<file path="config.mk">
export PLATFORM = sky130hd
export DESIGN_NAME = gifl_ctrl
export DESIGN_NICKNAME = d
export VERILOG_FILES = /design/src/rtl/gif_lzw_decoder_defines.svh /design/src/rtl/gifl_pkg.sv /design/src/rtl/gifl_ctrl.sv
export SDC_FILE = /design/constraint.sdc
export NUM_CORES = 1
export LEC_CHECK = 0
export BUFFER_PORTS_ARGS = -buffer_cell sky130_fd_sc_hd__buf_4
export CORE_AREA = 2 2 39 41
export DETAILED_ROUTE_END_ITERATION = 7
export DIE_AREA = 0 0 41 43
export PLACE_DENSITY = 0.83
export SLEW_MARGIN = 10
export SYNTH_ARGS = -nofsm -noshare
export SYNTH_HDL_FRONTEND = slang
export SYNTH_SLANG_ARGS = --single-unit
</file>
<file path="constraint.sdc">
create_clock -name clk -period 1.4 [get_ports clk]
set_input_delay 0 -clock clk [delete_from_list [all_inputs] [get_ports clk]]
set_output_delay 0 -clock clk [all_outputs]
set_load 0.05 [all_outputs]
</file>
<file path="src/rtl/gif_lzw_decoder_defines.svh">
// assertion macros for the gif lzw decoder
// used by the top level only; expects clk and rst_n in scope
`ifndef GIF_LZW_DECODER_DEFINES_SVH
`define GIF_LZW_DECODER_DEFINES_SVH

// same-cycle implication check
`define GIFL_CHECK(lbl, ante, cons, msg) \
    lbl: assert property (@(posedge clk) disable iff (!rst_n) (ante) |-> (cons)) \
        else $error(msg);

// next-cycle implication check
`define GIFL_CHECK_NEXT(lbl, ante, cons, msg) \
    lbl: assert property (@(posedge clk) disable iff (!rst_n) (ante) |=> (cons)) \
        else $error(msg);

`endif

</file>
<file path="src/rtl/gifl_pkg.sv">
// shared types, constants and helpers for the gif lzw decoder
// no dependencies
package gifl_pkg;

    localparam int MAX_CODE_BITS = 12;
    localparam int CODE_W        = MAX_CODE_BITS;
    localparam int NFC_W         = MAX_CODE_BITS + 1;
    localparam int TABLE_DEPTH   = 1 << MAX_CODE_BITS;
    localparam int BUF_W         = 24;
    localparam int BITS_W        = 5;
    localparam int CW_W          = 4;
    localparam int SYM_W         = 8;

    // opcodes
    localparam logic [1:0] OP_PUSH    = 2'd0;
    localparam logic [1:0] OP_PULL    = 2'd1;
    localparam logic [1:0] OP_RESTART = 2'd2;

    // status codes
    localparam logic [1:0] ST_OK      = 2'd0;
    localparam logic [1:0] ST_MORE    = 2'd1;
    localparam logic [1:0] ST_END     = 2'd2;
    localparam logic [1:0] ST_INVALID = 2'd3;

    // result word sources
    localparam logic [2:0] RES_ZERO   = 3'd0;
    localparam logic [2:0] RES_PUSH   = 3'd1;
    localparam logic [2:0] RES_STATUS = 3'd2;
    localparam logic [2:0] RES_LIT    = 3'd3;
    localparam logic [2:0] RES_STACK  = 3'd4;

    typedef struct packed {
        logic       restart;
        logic       cfg_write;
        logic       push_byte;
        logic       pop_issue;
        logic       dict_reset;
        logic       consume;
        logic       set_ended;
        logic       decode_take;
        logic       walk_step;
        logic       lit_finish;
        logic       out_load;
        logic [2:0] res_sel;
        logic [1:0] res_status;
    } gifl_cmd_t;

    typedef struct packed {
        logic stack_empty;
        logic ended;
        logic bits_short;
        logic code_clear;
        logic code_eoi;
        logic code_invalid;
        logic lit_path;
        logic walk_more;
    } gifl_stat_t;

    // minimum code size limited to the legal range
    function automatic logic [CW_W-1:0] clamp_min(input logic [CW_W-1:0] v);
        logic [CW_W-1:0] r;
        begin
            r = v;
            if (v < CW_W'(2))
            begin
                r = CW_W'(2);
            end
            else if (v > CW_W'(8))
            begin
                r = CW_W'(8);
            end
            return r;
        end
    endfunction

endpackage

</file>
<file path="src/rtl/gifl_ctrl.sv">
// sequencing state machine for the gif lzw decoder
// depends on gifl_pkg; drives commands into gifl_dpath
module gifl_ctrl
    import gifl_pkg::*;
(
    input  logic       clk,
    input  logic       rst_n,
    input  logic       in_valid,
    output logic       in_stall,
    input  logic [1:0] opcode,
    output logic       out_valid,
    input  logic       out_stall,
    input  logic       cfg_valid,
    output logic       cfg_ready,
    input  gifl_stat_t stat,
    output gifl_cmd_t  cmd
);

    localparam logic [2:0] S_IDLE   = 3'd0;
    localparam logic [2:0] S_DECODE = 3'd1;
    localparam logic [2:0] S_WALK   = 3'd2;
    localparam logic [2:0] S_LIT    = 3'd3;
    localparam logic [2:0] S_POP    = 3'd4;

    logic [2:0] state_reg, state_next;
    logic       out_valid_reg, out_valid_next;
    logic       idle_free;
    logic       in_fire;

    // handshakes
    assign idle_free = (state_reg == S_IDLE) && !out_valid_reg;
    assign cfg_ready = idle_free;
    assign in_stall  = !(idle_free && !cfg_valid);
    assign in_fire   = in_valid && !in_stall;
    assign out_valid = out_valid_reg;

    // next state and commands
    always_comb
    begin
        state_next = state_reg;
        cmd        = '0;
        cmd.cfg_write = cfg_valid && cfg_ready;
        case (state_reg)
            S_IDLE:
            begin
                if (in_fire)
                begin
                    case (opcode)
                        OP_PUSH:
                        begin
                            cmd.push_byte = 1'b1;
                            cmd.out_load  = 1'b1;
                            cmd.res_sel   = RES_PUSH;
                        end
                        OP_PULL:
                        begin
                            if (!stat.stack_empty)
                            begin
                                cmd.pop_issue = 1'b1;
                                state_next    = S_POP;
                            end
                            else if (stat.ended)
                            begin
                                cmd.out_load   = 1'b1;
                                cmd.res_sel    = RES_STATUS;
                                cmd.res_status = ST_END;
                            end
                            else
                            begin
                                state_next = S_DECODE;
                            end
                        end
                        OP_RESTART:
                        begin
                            cmd.restart  = 1'b1;
                            cmd.out_load = 1'b1;
                            cmd.res_sel  = RES_ZERO;
                        end
                        default:
                        begin
                            cmd.out_load = 1'b1;
                            cmd.res_sel  = RES_ZERO;
                        end
                    endcase
                end
            end
            S_DECODE:
            begin
                if (stat.bits_short)
                begin
                    cmd.out_load   = 1'b1;
                    cmd.res_sel    = RES_STATUS;
                    cmd.res_status = ST_MORE;
                    state_next     = S_IDLE;
                end
                else if (stat.code_clear)
                begin
                    cmd.consume    = 1'b1;
                    cmd.dict_reset = 1'b1;
                end
                else if (stat.code_eoi)
                begin
                    cmd.consume    = 1'b1;
                    cmd.set_ended  = 1'b1;
                    cmd.out_load   = 1'b1;
                    cmd.res_sel    = RES_STATUS;
                    cmd.res_status = ST_END;
                    state_next     = S_IDLE;
                end
                else if (stat.code_invalid)
                begin
                    cmd.consume    = 1'b1;
                    cmd.out_load   = 1'b1;
                    cmd.res_sel    = RES_STATUS;
                    cmd.res_status = ST_INVALID;
                    state_next     = S_IDLE;
                end
                else
                begin
                    cmd.consume     = 1'b1;
                    cmd.decode_take = 1'b1;
                    state_next      = stat.lit_path ? S_LIT : S_WALK;
                end
            end
            S_WALK:
            begin
                cmd.walk_step = 1'b1;
                if (!stat.walk_more)
                begin
                    state_next = S_LIT;
                end
            end
            S_LIT:
            begin
                cmd.lit_finish = 1'b1;
                cmd.out_load   = 1'b1;
                cmd.res_sel    = RES_LIT;
                state_next     = S_IDLE;
            end
            S_POP:
            begin
                cmd.out_load = 1'b1;
                cmd.res_sel  = RES_STACK;
                state_next   = S_IDLE;
            end
            default:
            begin
                state_next = S_IDLE;
            end
        endcase
    end

    // result word holding flag
    always_comb
    begin
        out_valid_next = out_valid_reg;
        if (out_valid_reg && !out_stall)
        begin
            out_valid_next = 1'b0;
        end
        if (cmd.out_load)
        begin
            out_valid_next = 1'b1;
        end
    end

    always_ff @(posedge clk or negedge rst_n)
    begin
        if (!rst_n)
        begin
            state_reg     <= S_IDLE;
            out_valid_reg <= 1'b0;
        end
        else
        begin
            state_reg     <= state_next;
            out_valid_reg <= out_valid_next;
        end
    end

endmodule

</file>
==> impl_metrics.py, run 1 <==
metrics = {
    "outcome": {
        "status": "finished, violations left",
        "violations": "setup timing",
    },
    "clock_network": {
        "cts_buffers": 3,
        "root_buffer": "clkbuf_4",
        "path_clk_slew_ps": 40,
        "cts_tree": "built",
        "cts.htree.levels": 1,
        "clkSinkCount": 4,
        "clock_latency_ps": 240,
        "cts_max_path_buffers": 2,
    },
    "synth": {
        "yosysWarningCount": 0,
        "ys_ff_latch": 4,
        "syn_avg_cell_area_um2": 8.08,
        "synth_ff_type": "dfrtp_1",
        "async_flop_share_pct": 100,
        "synthCells": 61,
        "seq_area_frac_synth_pct": 20.3,
        "ys_types": 31,
        "syn-cell-area_um2": 493,
        "synth-edff-count": 0,
        "synth_nets": 76,
    },
    "place": {
        "dpl_worst_slack_ps": -122,
        "dpl.hpwl_mm": 1.34,
        "gp_congestion": 0.769,
        "io_buffers": 33,
        "placed_area_um2": 887,
    },
    "finish": {
        "nets": 132,
        "diodes": 0,
        "postLayoutCellArea_um2": 1140,
        "multiInputGateArea_um2": 448,
        "seqCellArea_um2": 103,
        "final_layout_size_suffix_gt1_share_pct": 69.0,
        "syn2layout_area_growth_pct": 132,
        "largest_reg_flops": 3,
        "fillCellCount": 92,
        "utilization_pct": 82.7,
    },
    "drt": {
        "met1_length_um": 642,
        "wl_met2_mm": 1.14,
        "drt_first_pass_iters": 4,
        "wl_mm": 1.92,
        "drc": 0,
        "top_layer": "met4",
        "dr_wl_met3_um": 110,
        "avgViaCountPerCell": 5.14,
        "dr.first_iter.drc_count": 7,
        "vias": 679,
        "ant_nets": 0,
        "post_drt_wl_per_cell_um": 14.5,
    },
    "timing": {
        "slew_violations": 0,
        "rsz0062_at_grt": "yes",
        "fin_crit_sh_pct": 126,
        "setup_tns_ps": -2980,
        "hold_ws_ps": 58.6,
        "relSlewSlack_pct": 72.6,
        "tightest_slew_ps": 405,
        "hold_violations": 0,
        "fin_crit_ps": 1760,
        "fin_ws_ps": -364,
        "skew_ps": 6.16,
        "setup_viol": 17,
        "max_freq_mhz": 567,
    },
    "die": {
        "rows": 14,
        "dieArea_um2": 1760,
        "start_util_pct": 35.6,
        "pin_count": 34,
        "coreArea_um2": 1380,
        "die_y_um": 43,
        "die_w_um": 41,
    },
    "grt": {
        "antenna_found_initial": 0,
        "grt_pass1_vias": 695,
        "grt_max_degree": 10,
        "grt_pass1_wl_mm": 2.97,
        "grt-ovfl-total": 0,
        "grt.total_usage_pct": 24.5,
    },
    "run": {
        "cap_violations": 0,
    },
    "setup_path": {
        "cp-end-kind": "output port",
        "worstPathArrival_ps": 1760,
        "worstSetupPathType": "register to output port",
        "cp_max_fo": 3,
        "cp.required_ps": 1400,
        "start_kind": "register",
    },
    "pwr": {
        "power_per_cell_area_nw_per_um2": 678,
        "leakagePower_nw": 0.534,
        "peakVddDrop_mv": 0.291,
    },
    "hold_path": {
        "hold_class": "primary input to register",
    },
}
worst paths after layout:
path,end,slack (ps),start,depth (start not counted)
worst max-delay path,cmd[1],-360,out_valid,5
worst min-delay path,state_reg[1],60,stat[0],3
worst max register to register,state_reg[1],-120,state_reg[2],6
worst min register to register,out_valid,690,out_valid,3
max in group asynchronous,state_reg[2],1200,rst_n,2
min in group asynchronous,out_valid,90,rst_n,2
cell usage after synthesis, types with 2 or more instances:
library cell  count  area share [%]
nand2_1           8             6.1
nor2_1            8             6.1
dfrtp_1           4              20
inv_1             3             2.3
o21ai_0           3             3.0
a211oi_1          2             3.0
a21oi_1           2             2.0
and2_1            2             2.5
and2_2            2             3.0
and2b_1           2             3.0
buf_6             2             4.6
nand3_1           2             2.0
nor2b_1           2             2.5
nor4b_4           2             9.6
critical path: stages (launching register included):
cell	delay, ps
dfrtp_2	420
nor4_4	300
nor3b_2	240
nand4_1	260
o21ai_4	130
buf_6	170
cell families after synthesis:
logic type | count (synthesis) | synth area share, %
buffers and inverters | 7 | 9.39
flip-flops | 4 | 20.3
AO/OA/AOI/OAI | 11 | 15.5
AND/OR/NAND/NOR | 39 | 54.8
cells in the final DEF (no fill, tap or decap), types with 3 or more instances in the layout:
| cell | count |
|---|---|
| and2_4 | 3 |
| buf_4 | 30 |
| buf_6 | 13 |
| buf_8 | 9 |
| clkbuf_4 | 3 |
| dlygate4sd3_1 | 3 |
| inv_1 | 3 |
| nand2_1 | 4 |
| nand2_4 | 3 |
| nor2_1 | 6 |
per-layer routing:
layer | GRT usage [%] | vias to the layer above
li1 | - | 324
met1 | 26.6 | 325
met2 | 44.4 | 26
met3 | 5.76 | 4
met4 | 6.00 | 0
met5 | 0 | -
per-stage QoR:
step	total power, mW	cells
global placement	0.538	119
finish	0.776	132
floorplan	0.396	61
detailed placement	0.545	119
global route	0.815	132
CTS	0.757	130
final cells by class:
cell class	count	share of cell area (%)
multi-input combinational	50	39.1
sequential	4	8.96
inverter	3	0.984
clock buffer	4	2.30
timing repair buffer	55	46.9
tap	16	1.75
power by group:
group / switching [mW] / internal (mW)
logic: 0.261 / 0.214
registers: 0.0111 / 0.127
clock network: 0.0551 / 0.107
total: 0.328 / 0.448
timing repair:
action	4_1_cts	5_1_grt
endpoints found under the setup margin	18	20
hold endpoints to repair	6	0
gates resized for setup	30	15
pin swaps	6	6
setup buffers	5	6
hold buffers	3	0
Note: power is estimated with default switching activity, not from simulation.
==> inputs of run 2 (changes only) <==
--- a/constraint.sdc
+++ b/constraint.sdc
@@ -3,2 +3,2 @@
 set_output_delay 0 -clock clk [all_outputs]
-set_load 0.05 [all_outputs]
+set_load 0.02 [all_outputs]
==> run 2 against run 1 <==
Compared with the run above:
- the flow still finishes with violations (setup timing)
- sequential cell count unchanged
- clock power down 15%
- worst hold slack lost 44 ps
- sequential share of layout area rose by 0.36 points
- register-to-register slack got worse by 50 ps
- clock skew shrank 4.3 ps
- global-route usage shrank 2.0 points
- critical path type unchanged
- critical endpoint is now cmd[2]
==> impl_metrics.py, run 2 (synthesized netlist as in run 1, its figures left out) <==
metrics = {
    "grt": {
        "grt-ovfl-total": 0,
        "grt_pass1_vias": 648,
        "antenna_found_initial": 0,
        "grt_max_degree": 10,
        "grt_pass1_wl_mm": 2.75,
        "grt.total_usage_pct": 22.5,
    },
    "timing": {
        "fin_crit_sh_pct": 121,
        "fin_crit_ps": 1700,
        "tightest_slew_ps": 373,
        "relSlewSlack_pct": 74.8,
        "setup_viol": 19,
        "hold_ws_ps": 15.0,
        "skew_ps": 1.90,
        "rsz0062_at_grt": "yes",
        "fin_ws_ps": -298,
        "max_freq_mhz": 589,
        "hold_violations": 0,
        "slew_violations": 0,
        "setup_tns_ps": -3420,
    },
    "die": {
        "die_w_um": 41,
        "pin_count": 34,
        "rows": 14,
        "start_util_pct": 35.6,
        "die_y_um": 43,
        "dieArea_um2": 1760,
        "coreArea_um2": 1380,
    },
    "pwr": {
        "leakagePower_nw": 0.532,
        "intPower_mw": 0.430,
        "power_mw": 0.658,
        "p_clk_share_pct": 21.2,
        "p_sw_mw": 0.228,
        "power_per_cell_area_nw_per_um2": 613,
        "swShare_pct": 34.7,
        "p_seq_share_pct": 21.7,
        "combPwrFrac_pct": 57.1,
        "peakVddDrop_mv": 0.286,
    },
    "drt": {
        "avgViaCountPerCell": 5.17,
        "post_drt_wl_per_cell_um": 14.2,
        "wl_mm": 1.86,
        "dr.first_iter.drc_count": 4,
        "vias": 677,
        "drc": 0,
        "ant_nets": 0,
        "drt_first_pass_iters": 4,
    },
    "setup_path": {
        "path_cells": "nor4_4, nor4b_4, nor2_2, a211oi_4, buf_6",
        "slowest_delay_ps": 410,
        "cp_num_buf_inv": 1,
        "start_kind": "register",
        "critPathSlowestCell": "dfrtp_1",
        "critPathTopFamily": "simple AND/OR/NAND/NOR gates",
        "worstSetupPathType": "register to output port",
        "cp.required_ps": 1400,
        "worstPathArrival_ps": 1700,
        "cp-end-kind": "output port",
        "cp_max_fo": 3,
    },
    "finish": {
        "final_cells": 131,
        "multiInputGateArea_um2": 423,
        "diodes": 0,
        "syn2layout_area_growth_pct": 118,
        "final_layout_size_suffix_gt1_share_pct": 67.8,
        "largest_reg_flops": 3,
        "mostFrequentLayoutCell": "buf_4",
        "fillCellCount": 90,
        "nets": 132,
        "final_cell_mix": "buf_4 (33), buf_6 (19), nor2_1 (6)",
        "postLayoutCellArea_um2": 1070,
        "seqCellArea_um2": 100,
        "utilization_pct": 77.6,
    },
    "place": {
        "dpl.cell_count": 114,
        "placed_area_um2": 818,
        "io_buffers": 33,
        "dpl_worst_slack_ps": -49.8,
        "gp_congestion": 0.820,
    },
    "hold_path": {
        "hold_class": "primary input to register",
    },
    "outcome": {
        "status": "finished, violations left",
        "violations": "setup timing",
    },
    "clock_network": {
        "root_buffer": "clkbuf_4",
        "clock_latency_ps": 230,
        "cts.htree.levels": 1,
        "cts_max_path_buffers": 2,
        "clkSinkCount": 4,
        "cts_tree": "built",
        "cts_buffers": 3,
        "path_clk_slew_ps": 40,
    },
    "run": {
        "cap_violations": 0,
    },
}
[run 2: changes by cell type in the layout (fill, tap and decap cells not counted), moves of 2 or more]
cell / before / now
dfrtp_1: 2 / 4
nand2_4: 3 / 1
nand2_2: 1 / 4
o21ai_0: 0 / 2
buf_4: 30 / 33
o21ai_1: 2 / 0
buf_8: 9 / 1
buf_6: 13 / 19
dfrtp_2: 2 / 0
[run 2: final timing paths]
kind | startpoint | to | slack [ps] | depth (start not counted)
min | out_stall | out_valid | 20 | 3
min reg2reg | out_valid | out_valid | 650 | 2
min in group asynchronous | rst_n | state_reg[1] | 120 | 2
max in group asynchronous | rst_n | out_valid | 1180 | 2
max | state_reg[1] | cmd[2] | -300 | 5
max reg2reg | state_reg[2] | state_reg[1] | -170 | 7
[run 2: layout make-up]
cell class / count / area share [%]
repair buffers: 55 / 46.3
multi-input cells: 50 / 39.4
flip-flops and latches: 4 / 9.32
clock buffers: 3 / 2.10
well taps: 16 / 1.86
inverters: 3 / 1.05
[run 2: power by group through the flow]
stage | Combinational (mW) | Sequential [mW] | Clock [mW]
2_1_floorplan | 0.148 | 0.146 | 0
3_3_place_gp | 0.273 | 0.143 | 0
3_5_place_dp | 0.281 | 0.144 | 0
4_1_cts | 0.343 | 0.143 | 0.146
5_1_grt | 0.400 | 0.144 | 0.148
6_report | 0.376 | 0.143 | 0.139
[run 2: layer usage]
layer	GRT usage (%)	up-vias	share of wire [%]
met3	4.19	2	4.7
met4	8.00	0	0.65
met2	41.9	18	60
met5	0	-	0
met1	22.7	331	34
li1	-	326	-
[run 2: repair_timing]
action                                 4_1_cts  5_1_grt
gates resized for setup                     23       10
setup buffers                                8        6
setup endpoints to repair                   17       20
hold buffers                                 2        0
endpoints found under the hold margin        5        0
pin swaps                                    6        4
[run 2: worst min-delay path, delay by kind of cell]
kind          cells  cell delay [ps]
simple gates      2              120
buf+inv           1               80
==> inputs of run 3 (changes only) <==
Settings changed: CORE_AREA 2 2 39 41 to unset, CORE_UTILIZATION set to 35, DIE_AREA 0 0 41 43 to unset, PLACE_DENSITY 0.83 to 0.82.
Clock period 1.4 ns to 1.5 ns, I/O delays scaled along.
==> run 3 against run 2 <==
Compared with the run above:
- the run still ends with setup timing left
- worst setup slack improved by 120 ps
- sequential power shrank 8%
- register-to-register slack gained 40 ps
- via count is 4.6% lower
- core utilization shrank 3.5 points
- combinational power down 15%
- non-clock buffer count decreased by 6
- power down 11%
- sequential cell count is the same
- wire length decreased by 2.7%
- sequential share of layout area rose by 1.5 points
==> impl_metrics.py, run 3 (synthesized netlist as in run 1, its figures left out) <==
metrics = {
    "grt": {
        "grt-ovfl-total": 0,
        "grt_pass1_wl_mm": 2.70,
        "grt_pass1_vias": 630,
        "grt_max_degree": 8,
        "grt.total_usage_pct": 26.0,
        "antenna_found_initial": 0,
    },
    "hold_path": {
        "hold_depth": 3,
        "min_from": "stat[1]",
        "hold_class": "primary input to register",
        "hold_end": "state_reg[0]",
    },
    "setup_path": {
        "worstPathArrival_ps": 1680,
        "worstSetupPathType": "register to output port",
        "cp_num_buf_inv": 1,
        "critPathTopFamily": "simple AND/OR/NAND/NOR gates",
        "ff2ff_setup_slack_ps": -130,
        "r2r_cells": 4,
        "path_cells": "nor4_4, nor4b_4, nor2_2, a211oi_4, buf_6",
        "cp_max_fo": 3,
        "r2r_end": "state_reg[1]",
        "critPathSlowestCell": "dfrtp_2",
        "cp-end-kind": "output port",
        "start_kind": "register",
        "r2r_start": "out_valid",
        "cp.required_ps": 1500,
        "slowest_delay_ps": 420,
    },
    "clock_network": {
        "cts_tree": "built",
        "root_buffer": "clkbuf_4",
        "path_clk_slew_ps": 30,
        "cts_buffers": 3,
        "cts.htree.levels": 1,
        "cts_max_path_buffers": 2,
        "clkSinkCount": 4,
        "clock_latency_ps": 240,
    },
    "timing": {
        "fin_crit_sh_pct": 112,
        "tightest_slew_ps": 481,
        "relSlewSlack_pct": 67.5,
        "fin_crit_ps": 1680,
        "hold_violations": 0,
        "fin_ws_ps": -177,
        "rsz0062_at_grt": "yes",
        "slew_violations": 0,
        "skew_ps": 8.23,
        "max_freq_mhz": 596,
        "setup_viol": 13,
    },
    "place": {
        "dpl_worst_slack_ps": 45.1,
        "gp_congestion": 0.822,
        "placed_area_um2": 800,
        "dpl.hpwl_mm": 1.23,
        "io_buffers": 33,
        "dpl.cell_count": 111,
    },
    "finish": {
        "utilization_pct": 74.0,
        "fillCellCount": 98,
        "diodes": 0,
        "final_layout_size_suffix_gt1_share_pct": 62.4,
        "postLayoutCellArea_um2": 963,
        "syn2layout_area_growth_pct": 95.4,
        "mostFrequentLayoutCell": "buf_4",
        "final_cell_mix": "buf_4 (37), buf_6 (9), nand2_1 (6), nor2_1 (6)",
        "nets": 126,
        "largest_reg_flops": 3,
        "final_cells": 124,
    },
    "die": {
        "dieArea_um2": 1560,
        "coreArea_um2": 1300,
        "die_w_um": 39.5,
        "start_util_pct": 37.9,
        "rows": 13,
        "pin_count": 34,
        "die_y_um": 39.5,
    },
    "pwr": {
        "peakVddDrop_mv": 0.288,
        "power_per_cell_area_nw_per_um2": 607,
        "leakagePower_nw": 0.473,
        "power_mw": 0.585,
    },
    "outcome": {
        "violations": "setup timing",
        "status": "finished, violations left",
    },
    "drt": {
        "dr.first_iter.drc_count": 3,
        "ant_nets": 0,
        "post_drt_wl_per_cell_um": 14.6,
        "drt_first_pass_iters": 4,
        "vias": 646,
        "avgViaCountPerCell": 5.21,
        "wl_mm": 1.81,
        "drc": 0,
    },
    "run": {
        "cap_violations": 0,
    },
}
==> run 3: what timing repair did <==
action / CTS / global route
endpoints found under the hold margin: 6 / 0
hold buffers: 3 / 0
pin swaps: 6 / 8
buffers inserted: 6 / 2
setup endpoints to repair: 11 / 17
resized for setup: 8 / 9
==> run 3: final cells by class <==
class	instances	area (µm²)	area share, %
repair buffers	49	409	42.5
flip-flops and latches	4	104	10.8
multi-input cells	50	398	41.3
well taps	15	18.8	1.95
inverters	3	11.3	1.17
clock buffers	3	22.5	2.34
==> run 3: worst max-delay path by stage <==
stage	start	end	slack [ps]	depth (start not counted)
2_1_floorplan	state_reg[1]	cmd[2]	-280	5
3_3_place_gp	state_reg[1]	state_reg[0]	110	5
3_5_place_dp	state_reg[2]	cmd[2]	50	5
4_1_cts	state_reg[1]	cmd[2]	-160	5
6_report	state_reg[1]	cmd[2]	-180	5
5_1_grt	state_reg[1]	cmd[2]	-260	5
==> run 3: per-layer routing <==
metal  vias up  track usage (%)  part of all wire, %  routed length [µm]
met2        22             51.2                   57                1030
met3         5             2.84                  4.0                  73
met4         0             7.76                  1.7                  31
met5         -                0                    0                   0
li1        311                -                    -                   -
met1       308             27.8                   37                 674
==> run 3: where the power goes <==
part	internal, mW	switching (mW)
clock network	0.0895	0.0447
registers	0.118	0.0122
logic	0.169	0.151
total	0.377	0.208
==> run 3: metrics by stage <==
step	setup TNS [ps]	hold slack, ps
5_1_grt	-1980	88.5
2_1_floorplan	-337	-296
3_3_place_gp	0	-203
3_5_place_dp	0	-202
4_1_cts	-656	50.9
6_report	-1120	67.5
==> run 3: worst min-delay path, cell delays in order <==
cell and delay (ps):
buf_4 80, a311oi_1 70, a21oi_1 110
